===== src/hw/rtl/lrc_tlp_pkg.sv =====
// ----------------------------------------------------------------------------
// lrc_tlp_pkg
// Shared types, character codes and constants of the LRC timestamp parser.
// ----------------------------------------------------------------------------
package lrc_tlp_pkg;

    localparam int LINE_COUNT_MAX = 256;
    localparam int MAX_TEXT       = 255;

    localparam logic [8:0]  LINE_CAP        = 9'(LINE_COUNT_MAX);
    localparam logic [8:0]  LINE_LIMIT_RST  = 9'd256;
    localparam logic [7:0]  TEXT_CAP        = 8'(MAX_TEXT);
    localparam logic [13:0] ACC_MAX         = 14'd9999;
    localparam logic [2:0]  FRAC_DIGITS_MAX = 3'd7;
    localparam logic [2:0]  FRAC_DIV_DIGITS = 3'd3;

    // character codes
    localparam logic [7:0] CH_LF    = 8'h0A;
    localparam logic [7:0] CH_CR    = 8'h0D;
    localparam logic [7:0] CH_SPACE = 8'h20;
    localparam logic [7:0] CH_LBR   = 8'h5B;
    localparam logic [7:0] CH_RBR   = 8'h5D;
    localparam logic [7:0] CH_COLON = 8'h3A;
    localparam logic [7:0] CH_DOT   = 8'h2E;
    localparam logic [7:0] CH_ZERO  = 8'h30;
    localparam logic [7:0] CH_NINE  = 8'h39;

    typedef enum logic [1:0] {
        KIND_TEXT   = 2'd0,
        KIND_COMMIT = 2'd1,
        KIND_COUNT  = 2'd2
    } kind_t;

    typedef enum logic [6:0] {
        PH_LINE_START = 7'b0000001,
        PH_SKIP_LINE  = 7'b0000010,
        PH_MIN        = 7'b0000100,
        PH_SEC        = 7'b0001000,
        PH_FRAC       = 7'b0010000,
        PH_SEEK       = 7'b0100000,
        PH_TEXT       = 7'b1000000
    } phase_t;

    typedef struct packed {
        kind_t       record_kind;
        logic [8:0]  line_number;
        logic [29:0] line_time_ms;
        logic [7:0]  char_out;
        logic [7:0]  line_length;
        logic        last_of_run;
    } record_t;

    // acc * 10 + d, saturating at 9999
    function automatic logic [13:0] acc_digit(input logic [13:0] acc, input logic [3:0] d);
        logic [17:0] v;
        v = 18'(acc) * 18'd10 + 18'(d);
        return (v > 18'(ACC_MAX)) ? ACC_MAX : v[13:0];
    endfunction

endpackage


===== src/hw/rtl/lrc_tlp_in_if.sv =====
// ----------------------------------------------------------------------------
// lrc_tlp_in_if
// Text byte request channel of the LRC timestamp parser.
// ----------------------------------------------------------------------------
interface lrc_tlp_in_if;
    logic       valid;
    logic       ready;
    logic [7:0] text_byte;
    logic       end_of_text;

    modport source (output valid, output text_byte, output end_of_text, input ready);
    modport sink   (input valid, input text_byte, input end_of_text, output ready);
endinterface


===== src/hw/rtl/lrc_tlp_out_if.sv =====
// ----------------------------------------------------------------------------
// lrc_tlp_out_if
// Record channel of the LRC timestamp parser.
// ----------------------------------------------------------------------------
interface lrc_tlp_out_if;
    logic        valid;
    logic        ready;
    logic [1:0]  record_kind;
    logic [8:0]  line_number;
    logic [29:0] line_time_ms;
    logic [7:0]  char_out;
    logic [7:0]  line_length;
    logic        last_of_run;

    modport source (output valid, output record_kind, output line_number,
                    output line_time_ms, output char_out, output line_length,
                    output last_of_run, input ready);
    modport sink   (input valid, input record_kind, input line_number,
                    input line_time_ms, input char_out, input line_length,
                    input last_of_run, output ready);
endinterface


===== src/hw/rtl/lrc_tlp_cfg_if.sv =====
// ----------------------------------------------------------------------------
// lrc_tlp_cfg_if
// Write channel for the line limit register.
// ----------------------------------------------------------------------------
interface lrc_tlp_cfg_if;
    logic       valid;
    logic       ready;
    logic [8:0] data;

    modport source (output valid, output data, input ready);
    modport sink   (input valid, input data, output ready);
endinterface


===== src/hw/rtl/lrc_timestamp_line_parser_top.sv =====
// ----------------------------------------------------------------------------
// lrc_timestamp_line_parser_top
// Records: the records of a byte are registered into the result queue as the byte is taken.
// Throughput: one byte per cycle while each byte yields at most one record and
// the receiver takes records; otherwise the single-record output port of the
// 4-entry result queue sets the rate, as a byte's records leave one at a time.
// Reset: parse state, line count and queue cleared, line limit set to 256.
// ----------------------------------------------------------------------------
module lrc_timestamp_line_parser_top (
    input  logic               clk,
    input  logic               rst_n,
    lrc_tlp_cfg_if.sink        cfg,
    lrc_tlp_in_if.sink         din,
    lrc_tlp_out_if.source      dout
);

    // configuration
    logic [8:0] line_limit_reg;

    // parse state
    lrc_tlp_pkg::phase_t phase_reg, phase_next;
    logic [13:0] min_reg, min_next;
    logic [13:0] sec_reg, sec_next;
    logic [13:0] frac_reg, frac_next;
    logic [2:0]  fdig_reg, fdig_next;
    logic [7:0]  tcnt_reg, tcnt_next;
    logic [8:0]  done_reg, done_next;

    // time terms, registered from the accumulators
    logic [29:0] min_ms_reg;
    logic [29:0] sec_ms_reg;
    logic [29:0] frac_ms_reg;
    logic [13:0] frac_sel;
    logic [29:0] time_sum;

    // result queue
    lrc_tlp_pkg::record_t fifo_reg [4];
    logic [1:0] head_reg;
    logic [2:0] cnt_reg;

    lrc_tlp_pkg::record_t res [3];
    logic [1:0] nres;
    logic [8:0] limit;
    logic [7:0] c;
    logic       is_digit;
    logic       in_fire;
    logic       out_fire;

    assign cfg.ready = 1'b1;
    assign din.ready = (cnt_reg <= 3'd1);
    assign in_fire   = din.valid & din.ready;
    assign out_fire  = dout.valid & dout.ready;

    assign c        = din.text_byte;
    assign is_digit = (c >= lrc_tlp_pkg::CH_ZERO) && (c <= lrc_tlp_pkg::CH_NINE);
    assign limit    = (line_limit_reg > lrc_tlp_pkg::LINE_CAP) ? lrc_tlp_pkg::LINE_CAP
                                                                : line_limit_reg;
    assign time_sum = min_ms_reg + sec_ms_reg + frac_ms_reg;

    // three-digit fraction: divide by ten via reciprocal, exact below 1029
    assign frac_sel = (fdig_reg == lrc_tlp_pkg::FRAC_DIV_DIGITS)
                    ? 14'((24'(frac_reg[9:0]) * 24'd205) >> 11)
                    : frac_reg;

    always_comb
    begin
        phase_next = phase_reg;
        min_next   = min_reg;
        sec_next   = sec_reg;
        frac_next  = frac_reg;
        fdig_next  = fdig_reg;
        tcnt_next  = tcnt_reg;
        done_next  = done_reg;
        nres       = 2'd0;
        for (int i = 0; i < 3; i++)
        begin
            res[i] = '0;
        end

        if (done_reg < limit)
        begin
            unique case (phase_reg)
                lrc_tlp_pkg::PH_LINE_START:
                begin
                    if (c == lrc_tlp_pkg::CH_LF || c == lrc_tlp_pkg::CH_CR
                        || c == lrc_tlp_pkg::CH_SPACE)
                    begin
                        phase_next = lrc_tlp_pkg::PH_LINE_START;
                    end
                    else if (c == lrc_tlp_pkg::CH_LBR)
                    begin
                        min_next   = '0;
                        sec_next   = '0;
                        frac_next  = '0;
                        fdig_next  = '0;
                        tcnt_next  = '0;
                        phase_next = lrc_tlp_pkg::PH_MIN;
                    end
                    else
                    begin
                        phase_next = lrc_tlp_pkg::PH_SKIP_LINE;
                    end
                end
                lrc_tlp_pkg::PH_SKIP_LINE:
                begin
                    if (c == lrc_tlp_pkg::CH_LF)
                    begin
                        phase_next = lrc_tlp_pkg::PH_LINE_START;
                    end
                end
                lrc_tlp_pkg::PH_MIN:
                begin
                    if (is_digit)
                    begin
                        min_next = lrc_tlp_pkg::acc_digit(min_reg, c[3:0]);
                    end
                    else if (c == lrc_tlp_pkg::CH_COLON)
                    begin
                        phase_next = lrc_tlp_pkg::PH_SEC;
                    end
                    else if (c == lrc_tlp_pkg::CH_LF)
                    begin
                        phase_next = lrc_tlp_pkg::PH_LINE_START;
                    end
                    else
                    begin
                        phase_next = lrc_tlp_pkg::PH_SKIP_LINE;
                    end
                end
                lrc_tlp_pkg::PH_SEC, lrc_tlp_pkg::PH_FRAC, lrc_tlp_pkg::PH_SEEK:
                begin
                    if (is_digit && phase_reg == lrc_tlp_pkg::PH_SEC)
                    begin
                        sec_next = lrc_tlp_pkg::acc_digit(sec_reg, c[3:0]);
                    end
                    else if (c == lrc_tlp_pkg::CH_DOT && phase_reg == lrc_tlp_pkg::PH_SEC)
                    begin
                        phase_next = lrc_tlp_pkg::PH_FRAC;
                    end
                    else if (is_digit && phase_reg == lrc_tlp_pkg::PH_FRAC)
                    begin
                        frac_next = lrc_tlp_pkg::acc_digit(frac_reg, c[3:0]);
                        if (fdig_reg < lrc_tlp_pkg::FRAC_DIGITS_MAX)
                        begin
                            fdig_next = fdig_reg + 3'd1;
                        end
                    end
                    else if (c == lrc_tlp_pkg::CH_RBR)
                    begin
                        phase_next = lrc_tlp_pkg::PH_TEXT;
                        tcnt_next  = '0;
                    end
                    else
                    begin
                        phase_next = lrc_tlp_pkg::PH_SEEK;
                    end
                end
                lrc_tlp_pkg::PH_TEXT:
                begin
                    if (c == lrc_tlp_pkg::CH_LF || c == lrc_tlp_pkg::CH_CR)
                    begin
                        if (tcnt_reg != 8'd0)
                        begin
                            res[0].record_kind  = lrc_tlp_pkg::KIND_COMMIT;
                            res[0].line_number  = done_reg;
                            res[0].line_time_ms = time_sum;
                            res[0].line_length  = tcnt_reg;
                            nres                = 2'd1;
                            done_next           = done_reg + 9'd1;
                        end
                        tcnt_next  = '0;
                        phase_next = lrc_tlp_pkg::PH_LINE_START;
                    end
                    else
                    begin
                        res[0].record_kind = lrc_tlp_pkg::KIND_TEXT;
                        res[0].line_number = done_reg;
                        res[0].char_out    = c;
                        nres               = 2'd1;
                        tcnt_next          = tcnt_reg + 8'd1;
                        // full line commits with its last byte
                        if (tcnt_next >= lrc_tlp_pkg::TEXT_CAP)
                        begin
                            res[1].record_kind  = lrc_tlp_pkg::KIND_COMMIT;
                            res[1].line_number  = done_reg;
                            res[1].line_time_ms = time_sum;
                            res[1].line_length  = tcnt_next;
                            nres                = 2'd2;
                            done_next           = done_reg + 9'd1;
                            tcnt_next           = '0;
                            phase_next          = lrc_tlp_pkg::PH_LINE_START;
                        end
                    end
                end
                default:
                begin
                    phase_next = lrc_tlp_pkg::PH_LINE_START;
                end
            endcase
        end

        if (din.end_of_text)
        begin
            if (phase_next == lrc_tlp_pkg::PH_TEXT && tcnt_next != 8'd0)
            begin
                res[nres].record_kind  = lrc_tlp_pkg::KIND_COMMIT;
                res[nres].line_number  = done_next;
                res[nres].line_time_ms = time_sum;
                res[nres].line_length  = tcnt_next;
                nres                   = nres + 2'd1;
                done_next              = done_next + 9'd1;
            end
            res[nres].record_kind = lrc_tlp_pkg::KIND_COUNT;
            res[nres].line_number = done_next;
            nres                  = nres + 2'd1;
            phase_next = lrc_tlp_pkg::PH_LINE_START;
            min_next   = '0;
            sec_next   = '0;
            frac_next  = '0;
            fdig_next  = '0;
            tcnt_next  = '0;
            done_next  = '0;
        end

        if (nres != 2'd0)
        begin
            res[nres - 2'd1].last_of_run = 1'b1;
        end
    end

    always_ff @(posedge clk or negedge rst_n)
    begin
        if (!rst_n)
        begin
            line_limit_reg <= lrc_tlp_pkg::LINE_LIMIT_RST;
            phase_reg      <= lrc_tlp_pkg::PH_LINE_START;
            min_reg        <= '0;
            sec_reg        <= '0;
            frac_reg       <= '0;
            fdig_reg       <= '0;
            tcnt_reg       <= '0;
            done_reg       <= '0;
            min_ms_reg     <= '0;
            sec_ms_reg     <= '0;
            frac_ms_reg    <= '0;
            head_reg       <= '0;
            cnt_reg        <= '0;
        end
        else
        begin
            if (cfg.valid)
            begin
                line_limit_reg <= cfg.data;
            end
            if (in_fire)
            begin
                phase_reg <= phase_next;
                min_reg   <= min_next;
                sec_reg   <= sec_next;
                frac_reg  <= frac_next;
                fdig_reg  <= fdig_next;
                tcnt_reg  <= tcnt_next;
                done_reg  <= done_next;
            end
            // accumulators settle before any commit, which follows the closing bracket and a text byte
            min_ms_reg  <= 30'(min_reg) * 30'd60000;
            sec_ms_reg  <= 30'(sec_reg) * 30'd1000;
            frac_ms_reg <= 30'(frac_sel) * 30'd10;
            if (out_fire)
            begin
                head_reg <= head_reg + 2'd1;
            end
            cnt_reg <= cnt_reg + (in_fire ? 3'(nres) : 3'd0) - (out_fire ? 3'd1 : 3'd0);
        end
    end

    // queue payload
    always_ff @(posedge clk)
    begin
        if (in_fire)
        begin
            for (int i = 0; i < 3; i++)
            begin
                if (2'(i) < nres)
                begin
                    fifo_reg[2'(head_reg + cnt_reg[1:0] + 2'(i))] <= res[i];
                end
            end
        end
    end

    assign dout.valid        = (cnt_reg != 3'd0);
    assign dout.record_kind  = fifo_reg[head_reg].record_kind;
    assign dout.line_number  = fifo_reg[head_reg].line_number;
    assign dout.line_time_ms = fifo_reg[head_reg].line_time_ms;
    assign dout.char_out     = fifo_reg[head_reg].char_out;
    assign dout.line_length  = fifo_reg[head_reg].line_length;
    assign dout.last_of_run  = fifo_reg[head_reg].last_of_run;

endmodule


===== src/flat_wrapper.sv =====
// flat-port wrapper written by rule: the top's interface ports become plain ports
module lrc_timestamp_line_parser_top_flat 
  (clk, rst_n, cfg_valid, cfg_data, cfg_ready, din_valid, din_text_byte, din_end_of_text, din_ready, dout_valid, dout_record_kind, dout_line_number, dout_line_time_ms, dout_char_out, dout_line_length, dout_last_of_run, dout_ready);
  lrc_tlp_cfg_if cfg_i ();
  lrc_tlp_in_if din_i ();
  lrc_tlp_out_if dout_i ();
  input  logic clk;
  input  logic rst_n;
  input wire logic [$bits(cfg_i.valid)-1:0] cfg_valid;
  input wire logic [$bits(cfg_i.data)-1:0] cfg_data;
  output wire logic [$bits(cfg_i.ready)-1:0] cfg_ready;
  input wire logic [$bits(din_i.valid)-1:0] din_valid;
  input wire logic [$bits(din_i.text_byte)-1:0] din_text_byte;
  input wire logic [$bits(din_i.end_of_text)-1:0] din_end_of_text;
  output wire logic [$bits(din_i.ready)-1:0] din_ready;
  output wire logic [$bits(dout_i.valid)-1:0] dout_valid;
  output wire logic [$bits(dout_i.record_kind)-1:0] dout_record_kind;
  output wire logic [$bits(dout_i.line_number)-1:0] dout_line_number;
  output wire logic [$bits(dout_i.line_time_ms)-1:0] dout_line_time_ms;
  output wire logic [$bits(dout_i.char_out)-1:0] dout_char_out;
  output wire logic [$bits(dout_i.line_length)-1:0] dout_line_length;
  output wire logic [$bits(dout_i.last_of_run)-1:0] dout_last_of_run;
  input wire logic [$bits(dout_i.ready)-1:0] dout_ready;
  assign cfg_i.valid = cfg_valid;
  assign cfg_i.data = cfg_data;
  assign cfg_ready = cfg_i.ready;
  assign din_i.valid = din_valid;
  assign din_i.text_byte = din_text_byte;
  assign din_i.end_of_text = din_end_of_text;
  assign din_ready = din_i.ready;
  assign dout_valid = dout_i.valid;
  assign dout_record_kind = dout_i.record_kind;
  assign dout_line_number = dout_i.line_number;
  assign dout_line_time_ms = dout_i.line_time_ms;
  assign dout_char_out = dout_i.char_out;
  assign dout_line_length = dout_i.line_length;
  assign dout_last_of_run = dout_i.last_of_run;
  assign dout_i.ready = dout_ready;
  lrc_timestamp_line_parser_top u_core (.clk(clk), .rst_n(rst_n), .cfg(cfg_i), .din(din_i), .dout(dout_i));
endmodule

===== config.mk =====
export PLATFORM = sky130hd
export DESIGN_NAME = lrc_timestamp_line_parser_top_flat
export DESIGN_NICKNAME = d
export VERILOG_FILES = /design/src/hw/rtl/lrc_tlp_pkg.sv /design/src/hw/rtl/lrc_tlp_in_if.sv /design/src/hw/rtl/lrc_tlp_out_if.sv /design/src/hw/rtl/lrc_tlp_cfg_if.sv /design/src/hw/rtl/lrc_timestamp_line_parser_top.sv /design/src/flat_wrapper.sv
export SDC_FILE = /design/constraint.sdc
export NUM_CORES = 1
export LEC_CHECK = 0
export BUFFER_PORTS_ARGS = -buffer_cell sky130_fd_sc_hd__buf_2
export CAP_MARGIN = 15
export CORE_ASPECT_RATIO = 1.25
export CORE_MARGIN = 3
export CORE_UTILIZATION = 42
export CTS_CLUSTER_DIAMETER = 80
export DETAILED_ROUTE_END_ITERATION = 8
export PLACE_DENSITY_LB_ADDON = 0.3
export SYNTH_ARGS = -nofsm -noshare
export SYNTH_HDL_FRONTEND = slang
export SYNTH_SLANG_ARGS = --single-unit

===== constraint.sdc =====
create_clock -name clk -period 7.31 [get_ports clk]
set_input_delay 1.462 -clock clk [delete_from_list [all_inputs] [get_ports clk]]
set_output_delay 1.462 -clock clk [all_outputs]
set_load 0.005 [all_outputs]

==> flow_summary.yaml <==
die:
  core_area_um2: 69700
  dieWidth_um: 244
  die_h_um: 303
  pin_count: 84
  start_util_pct: 42.5
  rows: 108
  fp.dieArea_um2: 73800
critical_path:
  slowest_stage: "fa_1"
  cp.required_ns: 7.78
  crit_buf_inv: 2
  endpoint_kind: "register"
  cpLargestDelayFamily: "compound AO/OA/AOI/OAI gates"
  crit_path_max_incr_delay_ns: 0.53
  path_common_cell: "ha_1"
  rr_endpoint: "u_core.frac_ms_reg[16]"
  reg2reg_from: "u_core.frac_reg[1]"
  worstPathMaxFanout: 7
  path_class: "reg2reg"
  start_kind: "register"
  timing.reg2reg.setup_slack_ns: 0.63
  rr_worst_depth: 29
  arrival_ns: 7.15
sta:
  fmax_mhz: 150
  setup_viol: 0
  tns_ns: 0
  hold_viol_final: 0
  setup_slack_ns: 0.626
  slew_violations: 0
  rsz0062_at_grt: "false"
  worst_slew_pin_slew_ns: 1.06
  max_slew_margin_pct: 28.8
  period_needed_ns: 6.68
  fin_worst_skew_ns: 0.0527
  hold_slack_ns: 0.499
  fin_crit_sh_pct: 91.4
grt:
  grt_usage_pct: 21.5
  grt_pass1_vias: 23100
  grt_overflow: 0
  grt_pass1_wl_um: 127000
  grt_max_degree: 88
  grt_antenna_before_repair: 2
cells_and_area:
  layout_common_cells: "ha_1, nor2_1, edfxtp_1, nand2_1, inv_1"
  largest_reg_flops: 228
  fin_cells: 3846
  nNetsFinal: 3363
  synthToLayoutAreaGrowth_pct: 10.4
  final_common_cell: "ha_1"
  postLayoutCoreUtil_pct: 46.9
  final_layout_size_suffix_gt1_share_pct: 11.4
  fin_area_um2: 32700
detailed_routing:
  drt_first_pass_iters: 7
  avgViaCountPerCell: 5.84
  route.vias.total: 22500
  wirelength_um: 79600
  drc: 0
  post_drt_wl_per_cell_um: 20.7
  drt_iter0_drc: 1788
  detail-route-antenna-nets: 0
hold_path:
  hp-class: "reg2reg"
  worstHoldPathCells: 1
  whs_endpoint: "u_core.cnt_reg[2]"
  holdCritStartpoint: "u_core.cnt_reg[2]"
clock_tree:
  clkLatencyLatePin_ns: 0.60
  cts_hold_buffers: 0
  cts_tree: "done"
  numCtsBuffers: 39
  ctsRootBufferMaster: "clkbuf_16"
  htreeDepth: 2
  clkTransAtPathRegs_ns: 0.06
  clock_sinks: 374
  post-cts-setup-buffers: 0
  clockBufferDepth: 3
logic_synthesis:
  synth_top_family_by_area: "adder cells"
  ys_types: 101
  synth_compound_area_share_pct: 14.5
  synth_seq_cells: 374
  synthesis.area_um2: 29600
  yosys_warnings: 0
  synthCells: 2808
  synth-main-ff-cell: "edfxtp_1"
  synth_xor_xnor_area_share_pct: 4.81
  synth_area_per_cell_um2: 10.6
  synth_edf_count: 228
  synth-simple-area-share_pct: 12.8
  synthAdderAreaFrac_pct: 23.0
  async_flop_share_pct: 39.0
  synth_seq_area_share_pct: 35.4
  syn-num-nets: 3293
  synth_mux_area_share_pct: 5.43
placed_design:
  dp_hpwl_um: 60100
  place_area_um2: 31300
  port_buffers: 81
  place.gp.congestion: 0.932
  post-place-ws_ns: 0.481
  dpl.cell_count: 3771
power:
  irDropWorstVdd_v: 0.000198
  p_total_mw: 7.73
  leakage_nw: 14.4
  p_per_area_nw_per_um2: 236
job:
  cap_violations: 0
run_status:
  status: "finished clean"
## layout make-up
cell class                 count  area, µm²
multi-input combinational   2127      18000
clock inverter                28        398
clock buffer                  44       1000
timing repair buffer         138        865
antenna                        2       5.00
tap                          935       1170
inverter                     198        743
fill                        6492      37000
sequential                   374      10500
## worst reg2reg max path: cells and delay by family, from the launching register on
family	cells	cell delay, ns
AO/OA/AOI/OAI	14	2.74
XOR/XNOR	2	0.22
adder cells (fa/ha/maj)	8	2.58
buffers and inverters	2	0.09
flip-flops	1	0.51
multiplexers	1	0.28
AND/OR/NAND/NOR	2	0.14
## timing repair
| action | in CTS | in global routing |
|---|---|---|
| resized for setup | 0 | 1 |
| endpoints found under the hold margin | 0 | 0 |
| setup endpoints to repair | 0 | 1 |
## synth_stat cells, drive strengths merged, types with 55 or more instances
cell type / count / area [µm²]
nor3: 55 / 275
nand3: 57 / 285
a21oi: 97 / 489
o21ai: 134 / 671
xnor2: 109 / 955
ha: 326 / 4080
mux4: 57 / 1280
nand2: 218 / 818
clkbuf: 88 / 330
fa: 136 / 2720
nor2: 281 / 1060
edfxtp: 228 / 6850
inv: 196 / 736
dfrtp: 144 / 3600
## logic make-up after synthesis
group,count (synthesis)
flip-flops,374
AO/OA/AOI/OAI,611
adder cells (fa/ha/maj),464
multiplexers,87
AND/OR/NAND/NOR,801
other,2
XOR/XNOR,162
buffers and inverters,307
## layer usage
metal	vias up	part of all wire (%)	global-route usage, %
li1	10500	-	-
met1	11200	42	27.5
met2	694	50	38.6
met3	133	5.0	2.38
met4	2	2.5	6.25
met5	-	0.025	0
## worst max path at each step
stage                                   from                endpoint  slack [ns]  cells past startpoint
after floorplan             din_text_byte[4]   u_core.fifo_reg[3][0]        0.55                     15
after global placement      din_text_byte[5]  u_core.fifo_reg[2][28]        0.64                     23
after detailed placement    din_text_byte[5]  u_core.fifo_reg[2][24]        0.48                     23
after CTS                 u_core.frac_reg[1]  u_core.frac_ms_reg[16]        0.48                     29
after global routing      u_core.frac_reg[1]  u_core.frac_ms_reg[16]        0.11                     29
final                     u_core.frac_reg[1]  u_core.frac_ms_reg[16]        0.63                     29
## report_power, final
part           switching, mW  total, mW  leakage (nW)  internal, mW
combinational           1.71       2.86          9.76          1.16
clock                  0.913       2.18         0.669          1.26
sequential             0.197       2.68          3.96          2.49
Power figures use the tool's default switching activity.
